===== config.mk =====
export PLATFORM = sky130hd
export DESIGN_NAME = step_sequencer_decay_envelope_core
export DESIGN_NICKNAME = d
export VERILOG_FILES = /design/src/sdenv_pkg.sv /design/src/sdenv_div.sv /design/src/sdenv_ctrl.sv /design/src/sdenv_dp.sv /design/src/step_sequencer_decay_envelope_core.sv
export SDC_FILE = /design/constraint.sdc
export NUM_CORES = 2
export LEC_CHECK = 0
export BUFFER_PORTS_ARGS = -buffer_cell sky130_fd_sc_hd__clkbuf_2
export CAP_MARGIN = 20
export CORE_AREA = 2 2 344 278
export CTS_BUF_LIST = sky130_fd_sc_hd__clkbuf_16
export DETAILED_ROUTE_END_ITERATION = 8
export DIE_AREA = 0 0 346 280
export GPL_ROUTABILITY_DRIVEN = 1
export PLACE_DENSITY = 0.81
export SKIP_CTS_REPAIR_TIMING = 1
export SLEW_MARGIN = 0
export SYNTH_ARGS = -nofsm -noshare
export SYNTH_HDL_FRONTEND = slang
export SYNTH_HIERARCHICAL = 1
export SYNTH_SLANG_ARGS = --single-unit

===== constraint.sdc =====
create_clock -name i_clk -period 10.6 [get_ports i_clk]
set_input_delay 2.12 -clock i_clk [delete_from_list [all_inputs] [get_ports i_clk]]
set_output_delay 2.12 -clock i_clk [all_outputs]
set_load 0.01 [all_outputs]

===== src/sdenv_pkg.sv =====
// shared types, constants and tables of the step sequencer decay envelope block
package sdenv_pkg;

    // default sizes handed to the top level
    localparam int STEPS_DEF       = 16;
    localparam int SAMPLE_BITS_DEF = 16;

    // configuration port
    localparam int CFG_W     = 16;
    localparam int CFG_IDX_W = 2;

    localparam logic [CFG_IDX_W-1:0] CFG_STEP_PERIOD  = 2'd0;
    localparam logic [CFG_IDX_W-1:0] CFG_DECAY_LENGTH = 2'd1;
    localparam logic [CFG_IDX_W-1:0] CFG_VOLUME       = 2'd2;
    localparam logic [CFG_IDX_W-1:0] CFG_TUNING       = 2'd3;

    localparam logic [CFG_W-1:0] STEP_PERIOD_RST  = 16'd11025;
    localparam logic [CFG_W-1:0] DECAY_LENGTH_RST = 16'd12403;
    localparam logic [CFG_W-1:0] VOLUME_RST       = 16'd0;
    localparam logic [CFG_W-1:0] TUNING_RST       = 16'd16384;

    // item opcodes
    localparam logic OP_FRAME   = 1'b0;
    localparam logic OP_PATTERN = 1'b1;

    // pattern and envelope limits
    localparam int             SEL_W      = 4;
    localparam int             NOTE_W     = 4;
    localparam logic [3:0]     NOTE_MAX   = 4'd12;
    localparam int             IDX_W      = 16;
    localparam logic [15:0]    IDX_MAX    = 16'd65535;
    localparam logic [15:0]    ATTACK_END = 16'd30;
    localparam int             GAIN_W     = 16;
    localparam int             QUO_BITS   = 15;

    // frequency path
    localparam int          FREQ_W   = 18;
    localparam logic [19:0] FREQ_MAX = 20'd262143;
    localparam int          FPROD_W  = 32;

    // sample scaling: gain times volume, then sample times that, then >> 30
    localparam int GAIN_PROD_BITS = 32;
    localparam int PROD_SHIFT     = 30;

    // one pattern entry
    typedef struct packed {
        logic              gate;
        logic              down;
        logic              up;
        logic [NOTE_W-1:0] note;
    } t_entry;

    // controller to datapath commands
    typedef struct packed {
        logic frame_start;
        logic pat_wr;
        logic setup;
        logic div_take;
        logic vmul;
        logic mul_l;
        logic mul_r;
        logic out_load;
    } t_cmd;

    // datapath to controller status
    typedef struct packed {
        logic need_div;
        logic div_done;
    } t_stat;

    // 110 Hz times 2^(n/12), 8 fraction bits
    function automatic logic [15:0] semitone_q8(input logic [NOTE_W-1:0] note);
        logic [15:0] t;
        case (note)
            4'd0:    t = 16'd28160;
            4'd1:    t = 16'd29834;
            4'd2:    t = 16'd31609;
            4'd3:    t = 16'd33488;
            4'd4:    t = 16'd35479;
            4'd5:    t = 16'd37589;
            4'd6:    t = 16'd39824;
            4'd7:    t = 16'd42192;
            4'd8:    t = 16'd44701;
            4'd9:    t = 16'd47359;
            4'd10:   t = 16'd50175;
            4'd11:   t = 16'd53159;
            default: t = 16'd56320;
        endcase
        return t;
    endfunction

    // attack ramp floor(i * 32768 / 20), reaches unity at twenty
    localparam logic [GAIN_W-1:0] ATTACK_GAIN [21] = '{
        16'd0,     16'd1638,  16'd3276,  16'd4915,  16'd6553,  16'd8192,
        16'd9830,  16'd11468, 16'd13107, 16'd14745, 16'd16384, 16'd18022,
        16'd19660, 16'd21299, 16'd22937, 16'd24576, 16'd26214, 16'd27852,
        16'd29491, 16'd31129, 16'd32768
    };

    function automatic logic [GAIN_W-1:0] attack_gain(input logic [4:0] i);
        logic [GAIN_W-1:0] g;
        if (i > 5'd20) begin
            g = 16'd32768;
        end else begin
            g = ATTACK_GAIN[i];
        end
        return g;
    endfunction

endpackage


===== src/sdenv_div.sv =====
// restoring divider for the decay gain: floor(num * 2^15 / den), num below den
module sdenv_div (
    input  logic                                i_clk,
    input  logic                                i_rst_n,
    input  logic                                i_start,
    input  logic [sdenv_pkg::CFG_W-1:0]         i_dividend,
    input  logic [sdenv_pkg::CFG_W-1:0]         i_divisor,
    output logic                                o_done,
    output logic [sdenv_pkg::QUO_BITS-1:0]      o_quotient
);

    localparam int W  = sdenv_pkg::CFG_W;
    localparam int QB = sdenv_pkg::QUO_BITS;
    localparam int CW = $clog2(QB);

    logic          r_busy;
    logic          r_done;
    logic [CW-1:0] r_count;
    logic [W-1:0]  r_rem;
    logic [W-1:0]  r_den;
    logic [QB-1:0] r_quo;

    logic [W:0]    w_shift;
    logic [W:0]    w_trial;
    logic          w_fit;

    // one quotient bit per cycle
    assign w_shift = {r_rem, 1'b0};
    assign w_trial = w_shift - {1'b0, r_den};
    assign w_fit   = w_shift >= {1'b0, r_den};

    // control
    always_ff @(posedge i_clk) begin
        if (!i_rst_n) begin
            r_busy  <= 1'b0;
            r_done  <= 1'b0;
            r_count <= '0;
        end else begin
            r_done <= 1'b0;
            if (i_start) begin
                r_busy  <= 1'b1;
                r_count <= '0;
            end else if (r_busy) begin
                r_count <= r_count + CW'(1);
                if (r_count == CW'(QB - 1)) begin
                    r_busy <= 1'b0;
                    r_done <= 1'b1;
                end
            end
        end
    end

    // remainder and quotient
    always_ff @(posedge i_clk) begin
        if (i_start) begin
            r_rem <= i_dividend;
            r_den <= i_divisor;
            r_quo <= '0;
        end else if (r_busy) begin
            r_rem <= w_fit ? w_trial[W-1:0] : w_shift[W-1:0];
            r_quo <= {r_quo[QB-2:0], w_fit};
        end
    end

    assign o_done     = r_done;
    assign o_quotient = r_quo;

endmodule


===== src/sdenv_ctrl.sv =====
// controller state machine: item handshake, sequencing of the datapath, output valid
module sdenv_ctrl (
    input  logic              i_clk,
    input  logic              i_rst_n,
    input  logic              i_valid,
    output logic              o_stall,
    input  logic              i_op,
    output logic              o_valid,
    input  logic              i_stall,
    output sdenv_pkg::t_cmd   o_cmd,
    input  sdenv_pkg::t_stat  i_stat
);

    localparam logic [2:0] S_IDLE  = 3'd0;
    localparam logic [2:0] S_SETUP = 3'd1;
    localparam logic [2:0] S_DIV   = 3'd2;
    localparam logic [2:0] S_VMUL  = 3'd3;
    localparam logic [2:0] S_MUL_L = 3'd4;
    localparam logic [2:0] S_MUL_R = 3'd5;
    localparam logic [2:0] S_OUT   = 3'd6;

    logic [2:0]      r_state;
    logic [2:0]      n_state;
    logic            r_out_valid;
    logic            n_out_valid;
    sdenv_pkg::t_cmd w_cmd;

    // next state and commands
    always_comb begin
        n_state = r_state;
        w_cmd   = '0;
        unique case (r_state)
            S_IDLE: begin
                if (i_valid) begin
                    if (i_op == sdenv_pkg::OP_PATTERN) begin
                        w_cmd.pat_wr = 1'b1;
                    end else begin
                        w_cmd.frame_start = 1'b1;
                        n_state           = S_SETUP;
                    end
                end
            end
            S_SETUP: begin
                w_cmd.setup = 1'b1;
                n_state     = i_stat.need_div ? S_DIV : S_VMUL;
            end
            S_DIV: begin
                if (i_stat.div_done) begin
                    w_cmd.div_take = 1'b1;
                    n_state        = S_VMUL;
                end
            end
            S_VMUL: begin
                w_cmd.vmul = 1'b1;
                n_state    = S_MUL_L;
            end
            S_MUL_L: begin
                w_cmd.mul_l = 1'b1;
                n_state     = S_MUL_R;
            end
            S_MUL_R: begin
                w_cmd.mul_r = 1'b1;
                n_state     = S_OUT;
            end
            S_OUT: begin
                if (!r_out_valid || !i_stall) begin
                    w_cmd.out_load = 1'b1;
                    n_state        = S_IDLE;
                end
            end
            default: begin
                n_state = S_IDLE;
            end
        endcase
    end

    // output register valid: load wins, otherwise hold until taken
    always_comb begin
        if (w_cmd.out_load) begin
            n_out_valid = 1'b1;
        end else begin
            n_out_valid = r_out_valid && i_stall;
        end
    end

    always_ff @(posedge i_clk) begin
        if (!i_rst_n) begin
            r_state     <= S_IDLE;
            r_out_valid <= 1'b0;
        end else begin
            r_state     <= n_state;
            r_out_valid <= n_out_valid;
        end
    end

    assign o_stall = (r_state != S_IDLE);
    assign o_valid = r_out_valid;
    assign o_cmd   = w_cmd;

`ifndef NO_ASSERTIONS
    // a pending result is never overwritten
    a_no_overwrite: assert property (@(posedge i_clk) disable iff (!i_rst_n)
        w_cmd.out_load |-> (!r_out_valid || !i_stall))
        else $error("result loaded over a pending result");

    // a loaded result is presented in the next cycle
    a_load_valid: assert property (@(posedge i_clk) disable iff (!i_rst_n)
        w_cmd.out_load |=> r_out_valid)
        else $error("loaded result not presented");

    // a frame always goes to setup next
    a_frame_setup: assert property (@(posedge i_clk) disable iff (!i_rst_n)
        w_cmd.frame_start |=> (r_state == S_SETUP))
        else $error("frame did not enter setup");

    // divider completion moves on to the gain multiply
    a_div_exit: assert property (@(posedge i_clk) disable iff (!i_rst_n)
        (r_state == S_DIV && i_stat.div_done) |=> (r_state == S_VMUL))
        else $error("divider result not taken");
`endif

endmodule


===== src/sdenv_dp.sv =====
// datapath: config registers, pattern store, step timer, envelope, frequency and scaling
module sdenv_dp #(
    parameter int STEPS       = sdenv_pkg::STEPS_DEF,
    parameter int SAMPLE_BITS = sdenv_pkg::SAMPLE_BITS_DEF
) (
    input  logic                                  i_clk,
    input  logic                                  i_rst_n,
    input  sdenv_pkg::t_cmd                       i_cmd,
    output sdenv_pkg::t_stat                      o_stat,
    input  logic                                  i_cfg_we,
    input  logic [sdenv_pkg::CFG_IDX_W-1:0]       i_cfg_index,
    input  logic [sdenv_pkg::CFG_W-1:0]           i_cfg_data,
    input  logic signed [SAMPLE_BITS-1:0]         i_left_in,
    input  logic signed [SAMPLE_BITS-1:0]         i_right_in,
    input  logic [sdenv_pkg::SEL_W-1:0]           i_step_select,
    input  logic [sdenv_pkg::NOTE_W-1:0]          i_step_note,
    input  logic                                  i_step_up,
    input  logic                                  i_step_down,
    input  logic                                  i_step_gate,
    output logic signed [SAMPLE_BITS-1:0]         o_left_out,
    output logic signed [SAMPLE_BITS-1:0]         o_right_out,
    output logic [sdenv_pkg::FREQ_W-1:0]          o_osc_freq,
    output logic                                  o_step_advanced,
    output logic [sdenv_pkg::SEL_W-1:0]           o_playing_step
);

    localparam int SW = $clog2(STEPS);
    localparam int PW = SAMPLE_BITS + sdenv_pkg::GAIN_PROD_BITS + 1;
    localparam int QW = PW - sdenv_pkg::PROD_SHIFT;
    localparam int GW = sdenv_pkg::GAIN_W;

    // configuration registers
    logic [15:0] r_step_period;
    logic [15:0] r_decay;
    logic [15:0] r_volume;
    logic [15:0] r_tuning;

    // sequencer and envelope state
    sdenv_pkg::t_entry               r_pattern [STEPS];
    logic [15:0]                     r_frame_timer;
    logic [SW-1:0]                   r_step_cnt;
    logic [15:0]                     r_env_idx;
    logic [sdenv_pkg::FREQ_W-1:0]    r_latched_freq;
    logic [SW-1:0]                   r_latched_step;

    // per-frame working registers
    logic signed [SAMPLE_BITS-1:0]   r_left;
    logic signed [SAMPLE_BITS-1:0]   r_right;
    sdenv_pkg::t_entry               r_entry;
    logic                            r_adv;
    logic [sdenv_pkg::FPROD_W-1:0]   r_fprod;
    logic [GW-1:0]                   r_gain;
    logic [sdenv_pkg::GAIN_PROD_BITS-1:0] r_gain_vol;
    logic signed [PW-1:0]            r_prod_l;
    logic signed [PW-1:0]            r_prod_r;

    // output register
    logic signed [SAMPLE_BITS-1:0]   r_left_out;
    logic signed [SAMPLE_BITS-1:0]   r_right_out;
    logic [sdenv_pkg::FREQ_W-1:0]    r_osc_freq;
    logic                            r_step_advanced;
    logic [SW-1:0]                   r_playing_step;

    logic [16:0]                     w_timer_inc;
    logic                            w_adv;
    sdenv_pkg::t_entry               w_cur_entry;
    sdenv_pkg::t_entry               w_wr_entry;
    logic [SW-1:0]                   w_step_next;
    logic [15:0]                     w_idx_base;
    logic [15:0]                     w_idx_new;
    logic                            w_idx_ge;
    logic                            w_attack;
    logic                            w_need_div;
    logic [GW-1:0]                   w_gain_direct;
    logic [sdenv_pkg::FPROD_W-1:0]   w_fprod;
    logic [32:0]                     w_rnd;
    logic [32:0]                     w_fsum;
    logic [19:0]                     w_fshift;
    logic [sdenv_pkg::FREQ_W-1:0]    w_freq_sat;
    logic signed [PW-1:0]            w_mul_a;
    logic signed [PW-1:0]            w_mul_b;
    logic signed [PW-1:0]            w_prod;
    logic                            w_div_done;
    logic [sdenv_pkg::QUO_BITS-1:0]  w_quo;

    // clip the shifted product to the sample range
    function automatic logic [SAMPLE_BITS-1:0] clip(input logic [QW-1:0] q);
        logic [QW-SAMPLE_BITS:0] g;
        logic [SAMPLE_BITS-1:0]  r;
        g = q[QW-1:SAMPLE_BITS-1];
        if ((&g) || !(|g)) begin
            r = q[SAMPLE_BITS-1:0];
        end else if (q[QW-1]) begin
            r = {1'b1, {(SAMPLE_BITS-1){1'b0}}};
        end else begin
            r = {1'b0, {(SAMPLE_BITS-1){1'b1}}};
        end
        return r;
    endfunction

    // configuration writes
    always_ff @(posedge i_clk) begin
        if (!i_rst_n) begin
            r_step_period <= sdenv_pkg::STEP_PERIOD_RST;
            r_decay       <= sdenv_pkg::DECAY_LENGTH_RST;
            r_volume      <= sdenv_pkg::VOLUME_RST;
            r_tuning      <= sdenv_pkg::TUNING_RST;
        end else if (i_cfg_we) begin
            unique case (i_cfg_index)
                sdenv_pkg::CFG_STEP_PERIOD:  r_step_period <= i_cfg_data;
                sdenv_pkg::CFG_DECAY_LENGTH: r_decay       <= i_cfg_data;
                sdenv_pkg::CFG_VOLUME:       r_volume      <= i_cfg_data;
                sdenv_pkg::CFG_TUNING:       r_tuning      <= i_cfg_data;
                default: ;
            endcase
        end
    end

    // step timer, step advance and envelope index for a frame
    assign w_timer_inc = {1'b0, r_frame_timer} + 17'd1;
    assign w_adv       = w_timer_inc >= {1'b0, r_step_period};
    assign w_cur_entry = r_pattern[r_step_cnt];
    assign w_step_next = (r_step_cnt == SW'(STEPS - 1)) ? '0 : r_step_cnt + SW'(1);
    assign w_idx_base  = (w_adv && w_cur_entry.gate) ? '0 : r_env_idx;
    assign w_idx_new   = (w_idx_base == sdenv_pkg::IDX_MAX) ? w_idx_base
                                                            : w_idx_base + 16'd1;

    // pattern entry from a write item, note clamped to an octave
    always_comb begin
        w_wr_entry.gate = i_step_gate;
        w_wr_entry.down = i_step_down;
        w_wr_entry.up   = i_step_up;
        w_wr_entry.note = (i_step_note > sdenv_pkg::NOTE_MAX) ? sdenv_pkg::NOTE_MAX
                                                              : i_step_note;
    end

    // sequencer state and pattern store
    always_ff @(posedge i_clk) begin
        if (!i_rst_n) begin
            r_frame_timer  <= '0;
            r_step_cnt     <= '0;
            r_env_idx      <= '0;
            r_latched_freq <= '0;
            r_latched_step <= '0;
            for (int k = 0; k < STEPS; k++) begin
                r_pattern[SW'(k)] <= '{gate: 1'b1, down: 1'b0, up: 1'b0, note: '0};
            end
        end else begin
            if (i_cmd.pat_wr && (int'(i_step_select) < STEPS)) begin
                r_pattern[SW'(i_step_select)] <= w_wr_entry;
            end
            if (i_cmd.frame_start) begin
                r_frame_timer <= w_adv ? '0 : w_timer_inc[15:0];
                r_env_idx     <= w_idx_new;
                if (w_adv) begin
                    r_step_cnt     <= w_step_next;
                    r_latched_step <= r_step_cnt;
                end
            end
            if (i_cmd.vmul && r_adv) begin
                r_latched_freq <= w_freq_sat;
            end
        end
    end

    // gain classification: past decay, attack ramp, or divide
    assign w_idx_ge      = r_env_idx >= r_decay;
    assign w_attack      = r_env_idx <= sdenv_pkg::ATTACK_END;
    assign w_need_div    = !w_idx_ge && !w_attack;
    assign w_gain_direct = w_idx_ge ? '0 : sdenv_pkg::attack_gain(r_env_idx[4:0]);

    sdenv_div u_div (
        .i_clk      (i_clk),
        .i_rst_n    (i_rst_n),
        .i_start    (i_cmd.setup && w_need_div),
        .i_dividend (r_decay - r_env_idx),
        .i_divisor  (r_decay),
        .o_done     (w_div_done),
        .o_quotient (w_quo)
    );

    // frequency: table times tuning, rounded shift by 13, 14 or 15, saturated
    assign w_fprod = {16'd0, sdenv_pkg::semitone_q8(r_entry.note)} * {16'd0, r_tuning};

    always_comb begin
        case ({r_entry.up, r_entry.down})
            2'b10:   w_rnd = 33'h0_0000_1000;
            2'b01:   w_rnd = 33'h0_0000_4000;
            default: w_rnd = 33'h0_0000_2000;
        endcase
        w_fsum = {1'b0, r_fprod} + w_rnd;
        case ({r_entry.up, r_entry.down})
            2'b10:   w_fshift = w_fsum[32:13];
            2'b01:   w_fshift = {2'b00, w_fsum[32:15]};
            default: w_fshift = {1'b0, w_fsum[32:14]};
        endcase
        w_freq_sat = (w_fshift > sdenv_pkg::FREQ_MAX) ? sdenv_pkg::FREQ_MAX[17:0]
                                                     : w_fshift[17:0];
    end

    // shared sample multiplier, left then right
    assign w_mul_a = PW'(i_cmd.mul_r ? r_right : r_left);
    assign w_mul_b = PW'($signed({1'b0, r_gain_vol}));
    assign w_prod  = w_mul_a * w_mul_b;

    // per-frame working registers
    always_ff @(posedge i_clk) begin
        if (i_cmd.frame_start) begin
            r_left  <= i_left_in;
            r_right <= i_right_in;
            r_entry <= w_cur_entry;
            r_adv   <= w_adv;
        end
        if (i_cmd.setup) begin
            r_fprod <= w_fprod;
            if (!w_need_div) begin
                r_gain <= w_gain_direct;
            end
        end
        if (i_cmd.div_take) begin
            r_gain <= {1'b0, w_quo};
        end
        if (i_cmd.vmul) begin
            r_gain_vol <= {16'd0, r_gain} * {16'd0, r_volume};
        end
        if (i_cmd.mul_l) begin
            r_prod_l <= w_prod;
        end
        if (i_cmd.mul_r) begin
            r_prod_r <= w_prod;
        end
    end

    // output register
    always_ff @(posedge i_clk) begin
        if (i_cmd.out_load) begin
            r_left_out      <= clip(r_prod_l[PW-1:sdenv_pkg::PROD_SHIFT]);
            r_right_out     <= clip(r_prod_r[PW-1:sdenv_pkg::PROD_SHIFT]);
            r_osc_freq      <= r_latched_freq;
            r_step_advanced <= r_adv;
            r_playing_step  <= r_latched_step;
        end
    end

    assign o_stat.need_div = w_need_div;
    assign o_stat.div_done = w_div_done;

    assign o_left_out      = r_left_out;
    assign o_right_out     = r_right_out;
    assign o_osc_freq      = r_osc_freq;
    assign o_step_advanced = r_step_advanced;
    assign o_playing_step  = sdenv_pkg::SEL_W'(r_playing_step);

endmodule


===== src/step_sequencer_decay_envelope_core.sv =====
// top level of the step sequencer with attack/decay envelope
//
// Input channel (i_valid / o_stall) takes one item per handshake: a pattern
// write (i_op = 1) stores one step and gives no result; an audio frame
// (i_op = 0) gives exactly one result on the output channel (o_valid / i_stall).
// Configuration is a plain write port (i_cfg_we, i_cfg_index, i_cfg_data),
// to be used only while the block is idle.
// A pattern write leaves the block idle; the next item can be taken in the next cycle.
// A frame passes the setup, gain multiply, left and right multiply and output load
// states when the envelope is in its attack ramp or past its end; when the decay
// gain is needed a divide state follows setup, whose length the 15-bit serial
// divider (one quotient bit per cycle) sets. One frame is worked on at a time:
// no item is taken before its result is loaded; o_stall is high from the cycle
// after a frame is taken until its result is in the output register.
// The output register holds a finished result while the receiver stalls, and
// the block still takes the next item meanwhile; a following result waits in
// the last step until the register is free.
// Synchronous active-low reset restores the register defaults, sets every
// pattern step to note zero with gate on, and clears timer, step and envelope.
module step_sequencer_decay_envelope_core #(
    parameter int STEPS       = sdenv_pkg::STEPS_DEF,
    parameter int SAMPLE_BITS = sdenv_pkg::SAMPLE_BITS_DEF
) (
    input  logic                                  i_clk,
    input  logic                                  i_rst_n,
    input  logic                                  i_valid,
    output logic                                  o_stall,
    input  logic                                  i_op,
    input  logic signed [SAMPLE_BITS-1:0]         i_left_in,
    input  logic signed [SAMPLE_BITS-1:0]         i_right_in,
    input  logic [sdenv_pkg::SEL_W-1:0]           i_step_select,
    input  logic [sdenv_pkg::NOTE_W-1:0]          i_step_note,
    input  logic                                  i_step_up,
    input  logic                                  i_step_down,
    input  logic                                  i_step_gate,
    output logic                                  o_valid,
    input  logic                                  i_stall,
    output logic signed [SAMPLE_BITS-1:0]         o_left_out,
    output logic signed [SAMPLE_BITS-1:0]         o_right_out,
    output logic [sdenv_pkg::FREQ_W-1:0]          o_osc_freq,
    output logic                                  o_step_advanced,
    output logic [sdenv_pkg::SEL_W-1:0]           o_playing_step,
    input  logic                                  i_cfg_we,
    input  logic [sdenv_pkg::CFG_IDX_W-1:0]       i_cfg_index,
    input  logic [sdenv_pkg::CFG_W-1:0]           i_cfg_data
);

    sdenv_pkg::t_cmd  w_cmd;
    sdenv_pkg::t_stat w_stat;

    // controller
    sdenv_ctrl u_ctrl (
        .i_clk   (i_clk),
        .i_rst_n (i_rst_n),
        .i_valid (i_valid),
        .o_stall (o_stall),
        .i_op    (i_op),
        .o_valid (o_valid),
        .i_stall (i_stall),
        .o_cmd   (w_cmd),
        .i_stat  (w_stat)
    );

    // datapath
    sdenv_dp #(
        .STEPS       (STEPS),
        .SAMPLE_BITS (SAMPLE_BITS)
    ) u_dp (
        .i_clk           (i_clk),
        .i_rst_n         (i_rst_n),
        .i_cmd           (w_cmd),
        .o_stat          (w_stat),
        .i_cfg_we        (i_cfg_we),
        .i_cfg_index     (i_cfg_index),
        .i_cfg_data      (i_cfg_data),
        .i_left_in       (i_left_in),
        .i_right_in      (i_right_in),
        .i_step_select   (i_step_select),
        .i_step_note     (i_step_note),
        .i_step_up       (i_step_up),
        .i_step_down     (i_step_down),
        .i_step_gate     (i_step_gate),
        .o_left_out      (o_left_out),
        .o_right_out     (o_right_out),
        .o_osc_freq      (o_osc_freq),
        .o_step_advanced (o_step_advanced),
        .o_playing_step  (o_playing_step)
    );

endmodule

After elaboration in Yosys (flattened, before gate mapping)
Memory sizes are Yosys's and may differ from the RTL's. A register that Yosys moved wholly into a read port is not among the register bits.
Index checks and enable logic that the tools add are counted.
{"block": "op_classes", "n_bitwise": 4, "shifts": 0, "multipliers": 3, "n_reduce_logical": 34, "n_eq_ne": 19, "addsub": 7, "n_div": 0, "mux": 56, "n_lt_le_gt_ge": 8}
{"operator": "16-bit 2-to-1 mux", "count": 14}
{"operator": "16-bit by 16-bit multiplier with 32-bit output", "count": 2}
{"operator": "49-bit by 33-bit multiplier with 49-bit output", "count": 1}
{"operator": "49-bit 2-to-1 mux", "count": 1}
{"operator": "15-bit 2-to-1 mux", "count": 3}
{"operator": "20-bit case mux with 2 select lines", "count": 1}
{"operator": "17-bit by 16-bit >= comparator with 1-bit output", "count": 2}
{"operator": "32-bit by 15-bit adder with 33-bit output", "count": 1}
{"operator": "16-bit subtractor", "count": 2}
{"operator": "15-bit case mux with 2 select lines", "count": 1}
{"operator": "4-bit 2-to-1 mux", "count": 6}
{"operator": "1-bit 2-to-1 mux", "count": 21}
{"operator": "3-bit case mux with 7 select lines", "count": 1}
{"operator": "20-bit by 18-bit > comparator with 1-bit output (second input constant)", "count": 1}
{"operator": "18-bit 2-to-1 mux", "count": 1}
{"operator": "16-bit by 1-bit adder with 17-bit output (second input constant)", "count": 1}
{"operator": "16-bit by 1-bit adder with 16-bit output (second input constant)", "count": 1}
{"operator": "16-bit equality test (second input constant)", "count": 1}
{"operator": "16-bit >= comparator", "count": 1}
{"operator": "16-bit by 5-bit <= comparator with 1-bit output (second input constant)", "count": 1}
{"operator": "2-bit AND reduction", "count": 7}
{"operator": "3-bit 2-to-1 mux", "count": 4}
{"operator": "4-bit AND reduction", "count": 3}
{"operator": "3-bit equality test (second input constant)", "count": 3}
{"operator": "26 further kinds", "count": 51}
{"block": "word_totals", "mem_bits_rw": 112, "mem_count": 3, "elab_cells": 168, "ff_bits": 451, "inputBits": 67, "romBits": 768, "latchBits": 0}
{"memory": "(name not given)", "words": 32, "word_bits": 16, "rd": 1, "rd_ports_with_merged_regs": 0, "wr": 0, "line": "sdenv_pkg.sv:105", "source": "g = ATTACK_GAIN[i];"}
{"memory": "(name not given)", "words": 16, "word_bits": 16, "rd": 1, "rd_ports_with_merged_regs": 1, "wr": 0, "line": "sdenv_pkg.sv:74", "source": "case (note)"}
{"memory": "u_dp.r_pattern", "words": 16, "word_bits": 7, "rd": 1, "rd_ports_with_merged_regs": 1, "wr": 16, "line": "sdenv_dp.sv:39", "source": "sdenv_pkg::t_entry r_pattern [STEPS];"}

Depth between registers and ports, before layout
{"block": "logic_depth", "depth_word": 9, "ltp_mapped": 33, "ltp_nobuf": 30}

Hierarchy
The synthesis kept the hierarchy.
{"mod": "sdenv_dp", "seq_area_each_um2": 12201.7, "instances": 1, "area_per_inst_um2": 56115.1, "cells_per_inst": 5596}
{"mod": "sdenv_div", "seq_area_each_um2": 1381.3, "instances": 1, "area_per_inst_um2": 3111.7, "cells_per_inst": 312}
{"mod": "sdenv_ctrl", "seq_area_each_um2": 80.1, "instances": 1, "area_per_inst_um2": 274.0, "cells_per_inst": 37}

Least setup slack after synthesis
Ideal clock, no wire load.
{"block": "synth_path", "path_type": "reg-to-reg", "startpoint": "reg u_ctrl.r_state[2]", "endpoint": "reg u_dp.r_prod_l[46] (data pin)", "required_time_ps": 10335, "setup_slack_ps": 1283, "period_less_slack_ps": 9317, "n_path_buf": 4, "t_arrival_ps": 9052, "stages_incl_launch_ff": 30, "path_cell_list": "dfxtp_1 buf_2 and3_1 buf_2 mux2_2 clkbuf_1 buf_1 nand2_1 fa_1 inv_1 fa_1 fa_1 inv_1 fa_1 inv_1 ha_1 xnor2_1 fa_1 fa_1 fa_1 ha_1 a21oi_1 o21ai_0 a21o_1 a21oi_1 nor2_1 nor2_1 nor2_1 o41a_1 a311o_1"}
{"item": "start, declared", "line": "sdenv_ctrl.sv:22", "source": "logic [2:0] r_state;"}
{"item": "start signal, assigned", "line": "sdenv_ctrl.sv:91", "source": "r_state <= n_state;"}
{"item": "end signal, assigned", "line": "sdenv_dp.sv:227", "source": "r_prod_l <= w_prod;"}
{"item": "end, declared", "line": "sdenv_dp.sv:54", "source": "logic signed [PW-1:0] r_prod_l;"}

==> flow_metrics.py <==
metrics = {
    "worst_setup_path": {
        "critPathLaunchType": "flop",
        "critPathBufInv": 1,
        "worst-path-max-fanout": 32,
        "criticalPathCategory": "reg -> reg",
        "cpPeakStageDelay_ns": 0.90,
        "slowest_stage": "fa_1",
        "endpoint_kind": "flop",
        "crit_path_cell_trace": "and3_2 > mux2_2 > nand2_1 > fa_1 > inv_1 > fa_1 > fa_1 > fa_1 > fa_1 > fa_1 > fa_1 > fa_1 > ha_1 > nand4_1 > nor2_1 > nand3_1 > nor3_1 > o21ai_0 > a21oi_2 > nor3_1 > o31ai_1 > a21oi_1 > o311ai_0",
        "cpMostUsedCell": "fa_1",
        "critPathRequiredTime_ns": 10.97,
        "cp.arrival_ns": 10.03,
        "cpLargestDelayFamily": "adder cells",
    },
    "die": {
        "coreArea_um2": 93770,
        "rows": 101,
        "dieArea_um2": 96880,
        "die_w_um": 346,
        "dieHeight_um": 280,
        "io_pins": 124,
        "initial_utilization_pct": 63.46,
    },
    "timing": {
        "slew_viol_final": 0,
        "period_minus_slack_ns": 9.657,
        "setup-tns-final_ns": 0,
        "hold_viol_final": 0,
        "fmax_ghz": 0.1035,
        "rsz0062_at_grt": "false",
        "finalSetupViolations": 0,
        "worst_pin_slew_ns": 1.126,
        "skew_ns": 0.03804,
        "period_share_pct": 91.11,
        "slew_headroom_pct": 24.79,
        "holdWs_ns": 0.4313,
    },
    "synth": {
        "synth_edf_count": 343,
        "synth-simple-area-share_pct": 15.63,
        "synth_xor_area_share_pct": 2.134,
        "synth.avg_cell_area_um2": 10.01,
        "synth_compound_area_share_pct": 6.430,
        "ys_seq_area_share_pct": 22.96,
        "synth_top_area_share_pct": 33.04,
        "synth_warnings": 6,
        "syn_inst": 5945,
        "synth_area_leader_cell": "fa_1",
        "async_flop_share_pct": 0,
        "muxShareOfSynthArea_pct": 2.075,
        "synth_nets": 7430,
        "ys.flop_type": "edfxtp_1",
        "yosys-top-cells-area": "fa_1, edfxtp_1, ha_1, inv_1, and2_1",
        "synth_seq_cells": 511,
        "netlist_area_um2": 59500,
        "synthAdderAreaFrac_pct": 42.21,
        "synth_top_family_by_area": "adder cells",
        "ys_types": 91,
    },
    "global_route": {
        "grt_pass1_wl_um": 226600,
        "grt_max_degree": 90,
        "track_usage_pct": 29.27,
        "grt_pass1_vias": 43660,
        "overflow": 0,
        "antenna_found_initial": 1,
    },
    "placed_design": {
        "place_area_um2": 60840,
        "portBuffers": 123,
        "gp_congestion": 0.9188,
        "dp_hpwl_um": 105600,
    },
    "finish": {
        "final_cell_area_um2": 62600,
        "final_common_cell": "inv_1",
        "area_growth_syn_to_layout_pct": 5.202,
        "nets": 7362,
        "layout_common_cells": "inv_1, fa_1, nand2_1",
        "drive_gt1_share_pct": 6.096,
        "post-route-util_pct": 66.76,
        "antenna_cells": 0,
    },
    "cts": {
        "cts_buffer_depth": 3,
        "cts_tree": "done",
        "clk_pin_slew_ns": 0.07,
        "cts-root-buf": "clkbuf_16",
        "clkSinkCount": 511,
        "cts_buffers": 53,
        "htreeDepth": 2,
        "clk_latency_ns": 0.64,
    },
    "route": {
        "drt_iter0_drc": 3529,
        "via_per_inst": 5.786,
        "wl_per_cell_um": 19.37,
        "ant_nets": 0,
        "drt_pre_antenna_iters": 6,
        "drc_errors": 0,
        "finalWirelength_um": 138600,
        "vias": 41420,
    },
    "run_status": {
        "status": "completed",
    },
    "flow_run": {
        "maxCapViolCount": 0,
    },
    "worst_hold_path": {
        "hold_path.class": "reg -> reg",
    },
}
## registers in the layout (all words and copies together) (netlist names), 18 cells and up, named ones only
signal               cells
u_dp/r_pattern         112
u_dp/r_gain_vol         32
u_dp/r_fprod            20
u_dp/r_prod_l           19
u_dp/r_prod_r           19
u_dp/o_osc_freq         18
u_dp/r_latched_freq     18
## cell usage after synthesis (all sizes together) (9+ instances only)
cell,number
inv,1062
fa,982
nand2,833
and2,542
ha,436
edfxtp,343
clkbuf,248
nor2,180
dfxtp,168
o21ai,114
a21oi,111
xnor2,95
and3,77
a21boi,75
a21o,62
xor2,50
nand3,48
nand4,43
nor3,43
mux4,35
nor2b,31
buf,30
o21a,27
a22oi,22
mux2,21
mux2i,21
or3,18
nor4,17
a31oi,15
o211ai,15
nand2b,14
o311ai,14
or2,14
nand3b,13
o21bai,13
o221a,12
a211oi,11
a211o,9
## metal layers
| metal | global-route usage (%) | part of all wire, % |
|---|---|---|
| met1 | 40.76 | 41 |
| met2 | 48.37 | 48 |
| met3 | 4.767 | 8.7 |
| met4 | 7.412 | 2.3 |
| met5 | 0.3484 | 0.032 |
## worst register-to-register path, stage by stage (launching register included)
cell	delay, ns
dfxtp_1	0.58
and3_2	0.36
mux2_2	0.63
nand2_1	0.27
fa_1	0.71
inv_1	0.13
fa_1	0.53
fa_1	0.90
fa_1	0.56
fa_1	0.51
fa_1	0.58
fa_1	0.44
fa_1	0.48
ha_1	0.32
nand4_1	0.10
nor2_1	0.23
nand3_1	0.12
nor3_1	0.19
o21ai_0	0.23
a21oi_2	0.37
nor3_1	0.12
o31ai_1	0.43
a21oi_1	0.17
o311ai_0	0.46
## area by class of cell
cell class / count / area, um^2
fill: 7059 / 31170
clock inverter: 46 / 362.8
multi-input combinational: 4092 / 40800
tap: 1236 / 1546
inverter: 1064 / 3994
clock buffer: 54 / 1351
sequential: 511 / 13660
timing repair buffer: 155 / 882.1
## metrics by stage
step	worst slack (ns)	cells
after CTS	1.067	7155
after floorplan	1.283	5945
after detailed placement	1.029	7055
final	0.9427	7158
after global placement	1.292	7055
after global routing	0.4944	7158
## cells by family after synthesis
| logic type | Yosys count |
|---|---|
| mux | 77 |
| buf+inv | 1342 |
| xor+xnor | 145 |
| fa+ha+maj | 1418 |
| flops | 511 |
| simple gates | 1894 |
| compound gates | 558 |
## final timing paths
path                          start                  to  slack, ns  cells past startpoint
max               u_ctrl/r_state[2]   u_dp/r_prod_l[42]       0.94                     23
min reg2reg  u_dp/r_latched_freq[3]  u_dp/o_osc_freq[3]       0.43                      0
min          u_dp/r_latched_freq[3]  u_dp/o_osc_freq[3]       0.43                      0
max reg2reg       u_ctrl/r_state[2]   u_dp/r_prod_l[42]       0.94                     23
Power is not shown: default switching activity piles up to over one toggle a cycle in this logic, so the estimate is an artifact.
